`config.mk`:
```
export PLATFORM = sky130hd
export DESIGN_NAME = ccr_div
export DESIGN_NICKNAME = d
export VERILOG_FILES = /design/src/circle_collision_response_macros.svh /design/src/ccr_pkg.sv /design/src/ccr_div.sv
export SDC_FILE = /design/constraint.sdc
export NUM_CORES = 2
export LEC_CHECK = 0
export ABC_AREA = 0
export BUFFER_PORTS_ARGS = -buffer_cell sky130_fd_sc_hd__buf_4
export CAP_MARGIN = 30
export CORE_MARGIN = 2
export CORE_UTILIZATION = 25
export DETAILED_ROUTE_END_ITERATION = 16
export HOLD_SLACK_MARGIN = 0.15
export PLACE_DENSITY = 0.36
export SYNTH_ARGS = -nofsm -noshare
export SYNTH_HDL_FRONTEND = slang
export SYNTH_SLANG_ARGS = --single-unit
```
`constraint.sdc`:
```
create_clock -name clk -period 5.84 [get_ports clk]
set_input_delay 0.292 -clock clk [delete_from_list [all_inputs] [get_ports clk]]
set_output_delay 0.292 -clock clk [all_outputs]
set_load 0.1 [all_outputs]
```
`src/circle_collision_response_macros.svh`:
```
// Assertion macros used by the collision response top level.
`ifndef CIRCLE_COLLISION_RESPONSE_MACROS_SVH
`define CIRCLE_COLLISION_RESPONSE_MACROS_SVH
`ifndef NO_ASSERTIONS
`define CCR_ASSERT(lbl, expr, msg) \
  lbl: assert property (@(posedge clk) disable iff (rst) (expr)) else $error(msg);
`define CCR_ASSERT_NEXT(lbl, ante, cons, msg) \
  lbl: assert property (@(posedge clk) disable iff (rst) (ante) |=> (cons)) else $error(msg);
`else
`define CCR_ASSERT(lbl, expr, msg)
`define CCR_ASSERT_NEXT(lbl, ante, cons, msg)
`endif
`endif

```
`src/ccr_pkg.sv`:
```
// Shared constants and types of the collision response pipeline.
package ccr_pkg;
  localparam int CW = 16;
  localparam int FB = 8;
  localparam int RW = CW - 1;
  localparam int FW = 16;
  localparam int DW = CW + 1;
  localparam int SW = RW + 1;
  localparam int RTW = 2 * SW;
  localparam int QB = SW + 1;
  localparam int DIV_NW = DW + SW + 1;
  localparam int PW = QB + 1;
  localparam int SMW = PW + 1;
  localparam int PRW = SMW + FW + 1;
  localparam int DMIN_RAW = ((1 << FB) + 50) / 100;
  localparam int DMIN = (DMIN_RAW < 1) ? 1 : DMIN_RAW;

  localparam int S_NUM = 3 + SW;
  localparam int S_SUM = S_NUM + QB + 1;
  localparam int S_MUL = S_SUM + 1;
  localparam int S_OUT = S_MUL + 1;
  localparam int NS = S_OUT + 1;

  localparam int CFG_IDX_W = 2;
  localparam logic [CFG_IDX_W-1:0] CFG_FIRST_RADIUS = 2'd0;
  localparam logic [CFG_IDX_W-1:0] CFG_SECOND_RADIUS = 2'd1;
  localparam logic [CFG_IDX_W-1:0] CFG_FRICTION = 2'd2;

  localparam logic [RW-1:0] RADIUS_RESET = RW'(256);
  localparam logic [FW-1:0] FRICTION_RESET = FW'(64225);

  typedef struct packed {
    logic signed [CW-1:0] v1x;
    logic signed [CW-1:0] v1z;
    logic signed [CW-1:0] v2x;
    logic signed [CW-1:0] v2z;
    logic [DW-1:0] adx;
    logic [DW-1:0] adz;
    logic sx;
    logic sz;
    logic [SW-1:0] rsum;
    logic hit;
    logic upd;
    logic zero;
  } ccr_ctx_t;
endpackage

```
`src/ccr_div.sv`:
```
// Pipelined restoring divider, one quotient bit per stage.
module ccr_div (
  input  logic clk,
  input  logic en,
  input  logic [ccr_pkg::DIV_NW-1:0] num,
  input  logic [ccr_pkg::SW-1:0] den,
  output logic [ccr_pkg::QB-1:0] quo
);
  import ccr_pkg::*;

  logic [DIV_NW-1:0] rem_r [QB];
  logic [SW-1:0] den_r [QB];
  logic [QB-1:0] q_r [QB];
  logic [DIV_NW-1:0] rem_nx [QB];
  logic [QB-1:0] q_nx [QB];
  logic [SW-1:0] den_in [QB];

  always_comb begin
    logic [DIV_NW-1:0] rem_in;
    logic [QB-1:0] q_in;
    logic [DIV_NW-1:0] shifted;
    for (int k = 0; k < QB; k++) begin
      if (k == 0) begin
        rem_in = num;
        q_in = '0;
        den_in[k] = den;
      end else begin
        rem_in = rem_r[k-1];
        q_in = q_r[k-1];
        den_in[k] = den_r[k-1];
      end
      shifted = DIV_NW'(den_in[k]) << (QB - 1 - k);
      if (rem_in >= shifted) begin
        rem_nx[k] = rem_in - shifted;
        q_nx[k] = q_in | (QB'(1) << (QB - 1 - k));
      end else begin
        rem_nx[k] = rem_in;
        q_nx[k] = q_in;
      end
    end
  end

  always_ff @(posedge clk) begin
    if (en) begin
      for (int k = 0; k < QB; k++) begin
        rem_r[k] <= rem_nx[k];
        q_r[k] <= q_nx[k];
        den_r[k] <= den_in[k];
      end
    end
  end

  assign quo = q_r[QB-1];
endmodule

```
==> flow_summary.yaml <==
yosys:
  ys_warn_count: 0
  synthDistinctLibCells: 81
  yosys_register_bits: 953
  synth_top_family_by_area: "simple AND/OR/NAND/NOR gates"
  syn_nets: 4257
  synth_commonest_cells: "953 x edfxtp_1, 354 x inv_1, 310 x nand2_1"
  synthAdderAreaFrac: 0.07798
  synthMuxAreaShare: 0.01001
  synth_compound_area_frac: 0.1076
  async_flop_share: 0
  ys_seq_area_frac: 0.5993
  synthXorXnorAreaFrac: 0.06145
  synthFlopType: "edfxtp_1"
  syn_area_sq_um: 47750
  yosysTopAreaCellShare: 0.5993
  synth-simple-area-share: 0.1104
  yosys-top-cells-area: "edfxtp_1 60%, ha_1 7.1%, xor2_1 3.2%, xnor2_1 3.0%, o21ai_0 2.9%"
  synth_most_common_cell: "edfxtp_1"
  synth_edf_count: 953
  avgSynthCellArea_sq_um: 12.19
  syn_inst: 3917
  synth_top_cell_by_area: "edfxtp_1"
critical_path:
  endpoint_kind: "register"
  startpoint_type: "register"
  path_common_cell: "inv_1"
  path_cells: "inv_1, ha_1, a21o_1, a221o_1, a31oi_1, o211ai_1, and2_1, nor2b_1, inv_1, nand3_1, nor4_1, xor2_1"
  arrival_ps: 4760
  reg2reg_depth: 12
  path_class: "reg -> reg"
  cp_max_fo: 23
  max_stage_delay_ps: 760
  cpMaxStageDelayCell: "nor2b_1"
  crit_required_ps: 6310
cells_and_area:
  nFillCells: 19200
  syn_to_final_growth_pct: 17.24
  multiInputGateArea_sq_um: 17600
  fin_nets: 4463
  seqCellArea_sq_um: 28620
  drive_gt1_frac: 0.08617
floorplanning:
  dieHeight_um: 441.0
  die_width_um: 441.0
  io_pins: 69
  initial_utilization: 0.2513
  num_rows: 160
  dieArea_sq_um: 194500
  core_sq_um: 190000
clock_tree:
  path_clk_slew_ps: 60
  cts_tree: "done"
  cts_sinks: 953
  numCtsBuffers: 116
  cts_max_path_buffers: 3
  root_buffer: "clkbuf_16"
  clk_latency_ps: 750
  htreeDepth: 3
global_routing:
  grt_busiest_layer: "met2"
  gr-usage-met2: 0.2374
  overflow: 0
  grt_antenna_before_repair: 0
  grt_max_degree: 158
  grt_first_pass_wirelength_um: 176200
  gr-usage-met1: 0.1090
  grt_use_total: 0.1163
  grt_pass1_vias: 31780
  use_met3: 0.01926
drt:
  route.detailed.drc: 0
  routed_wl_um: 111900
  drtIter0Drc: 1537
  num_vias: 29480
  firstDrtPassIters: 6
  routed_via_density: 4.377
  routedWlPerCell_um: 16.61
  drtAntennaViolNets: 0
place:
  post-dp-hpwl_um: 82990
  portBuffers: 68
  place_ws_ps: 1558
  place.gp.congestion: 0.8182
timing:
  worst_pin_slew_ps: 1033
  finalMaxSlewViolations: 0
  hold_viol_final: 0
  min_period_over_period: 0.7332
  final.min_clock_period_ps: 4282
  setup_slack_ps: 1558
  finalSetupTns_ps: 0
  setup_violations: 0
  clock_skew_ps: 30.47
  clock.fmax_mhz: 233.5
  relSlewSlack: 0.3095
  rsz0062_at_grt: "false"
power_and_ir_drop:
  vdd.ir_drop.worst_uv: 235.5
  leakage_nw: 20.73
  power_density_nw_per_um2: 445.8
worst_hold_path:
  min_path_type: "in -> reg"
  holdPathStages: 2
job:
  drv_cap: 0
status:
  status: "complete, no violations"
==> worst max-delay path: cells and delay by family (launching register included) <==
family	cells	cell delay (ps)
buffers and inverters	2	720
DFF	1	400
AOI/OAI and AO/OA	4	1090
and+or+nand+nor	4	1330
xor gates and xnor gates	1	150
adders and majority gates	1	300
==> flip-flops by register name, summed over array words and instances, names as in the netlist <==
register and flops:
den_r 256, rem_r 544, q_r 153
==> cell usage in the layout (no fill, tap or decap), types with 38 or more instances in the layout <==
| cell type | count |
|---|---|
| nor2_1 | 243 |
| nor2b_1 | 47 |
| xnor2_1 | 162 |
| edfxtp_1 | 953 |
| o21ai_0 | 277 |
| nand2_1 | 310 |
| a21o_1 | 83 |
| nor3_1 | 86 |
| nand2b_1 | 62 |
| inv_1 | 354 |
| xor2_1 | 173 |
| buf_4 | 88 |
| o21a_1 | 39 |
| nand4_1 | 40 |
| a21oi_1 | 202 |
| ha_1 | 272 |
| clkbuf_16 | 116 |
| nor4_1 | 72 |
| mux2_2 | 38 |
| dlygate4sd3_1 | 54 |
| nand3_1 | 41 |
==> worst paths after layout <==
path	start	end	slack [ps]
max	den_r[0][33]	rem_r[0][133]	1560
min	den[11]	den_r[0][11]	270
max reg2reg	den_r[0][33]	rem_r[0][133]	1560
min reg2reg	q_r[0][218]	q_r[0][235]	410
==> stage by stage <==
step           total power, W  hold WS [ps]    util  cells  instance area, sq um
6_report              0.02495         271.8  0.2947   6736                 55980
5_1_grt               0.02668         211.7  0.2947   6735                 55980
4_1_cts               0.02543         175.1  0.2947   6735                 55980
3_5_place_dp          0.01777         404.5  0.2710   6462                 51490
3_3_place_gp          0.01775         400.3  0.2710   6460                 51480
2_1_floorplan         0.01550         390.9       -   3917                 47750
==> final cells by class <==
type | instances | share of cell area
Antenna cell | 1 | 0.00004470
Clock buffer | 138 | 0.05333
Clock inverter | 81 | 0.01723
Inverter | 354 | 0.02374
Multi-Input combinational cell | 2547 | 0.3143
Sequential cell | 953 | 0.5112
Tap cell | 2511 | 0.05612
Timing Repair Buffer | 151 | 0.02405
==> repair_timing <==
item                      in CTS  in global routing
buffers inserted               0                  0
hold endpoints to repair     110                  0
hold buffers                  54                  0
resized for setup              0                  0
==> routing by layer <==
layer	routed length, um	part of all wire	vias up
met4	5618	0.050	0
met2	63630	0.57	349
met1	39840	0.36	14030
li1	-	-	14860
met3	2791	0.025	246
met5	0	0	-
==> power breakdown <==
part	switching, W	internal, W	leakage [nW]	total (W)
Clock	0.00301	0.00438	1.91	0.00739
Combinational	0.00421	0.00310	9.66	0.00731
Sequential	0.000880	0.00937	9.17	0.0102
Total	0.00810	0.0169	20.7	0.0250
==> cell families (layout without fill, tap and decap cells) <==
| kind of cell | Yosys count | in the layout |
|---|---|---|
| AOI/OAI and AO/OA | 822 | 822 |
| xor gates and xnor gates | 335 | 335 |
| adders and majority gates | 288 | 288 |
| buffers and inverters | 417 | 724 |
| DFF | 953 | 953 |
| muxes | 43 | 43 |
| other | 0 | 1 |
| and+or+nand+nor | 1059 | 1059 |
Power figures use the tool's default switching activity.
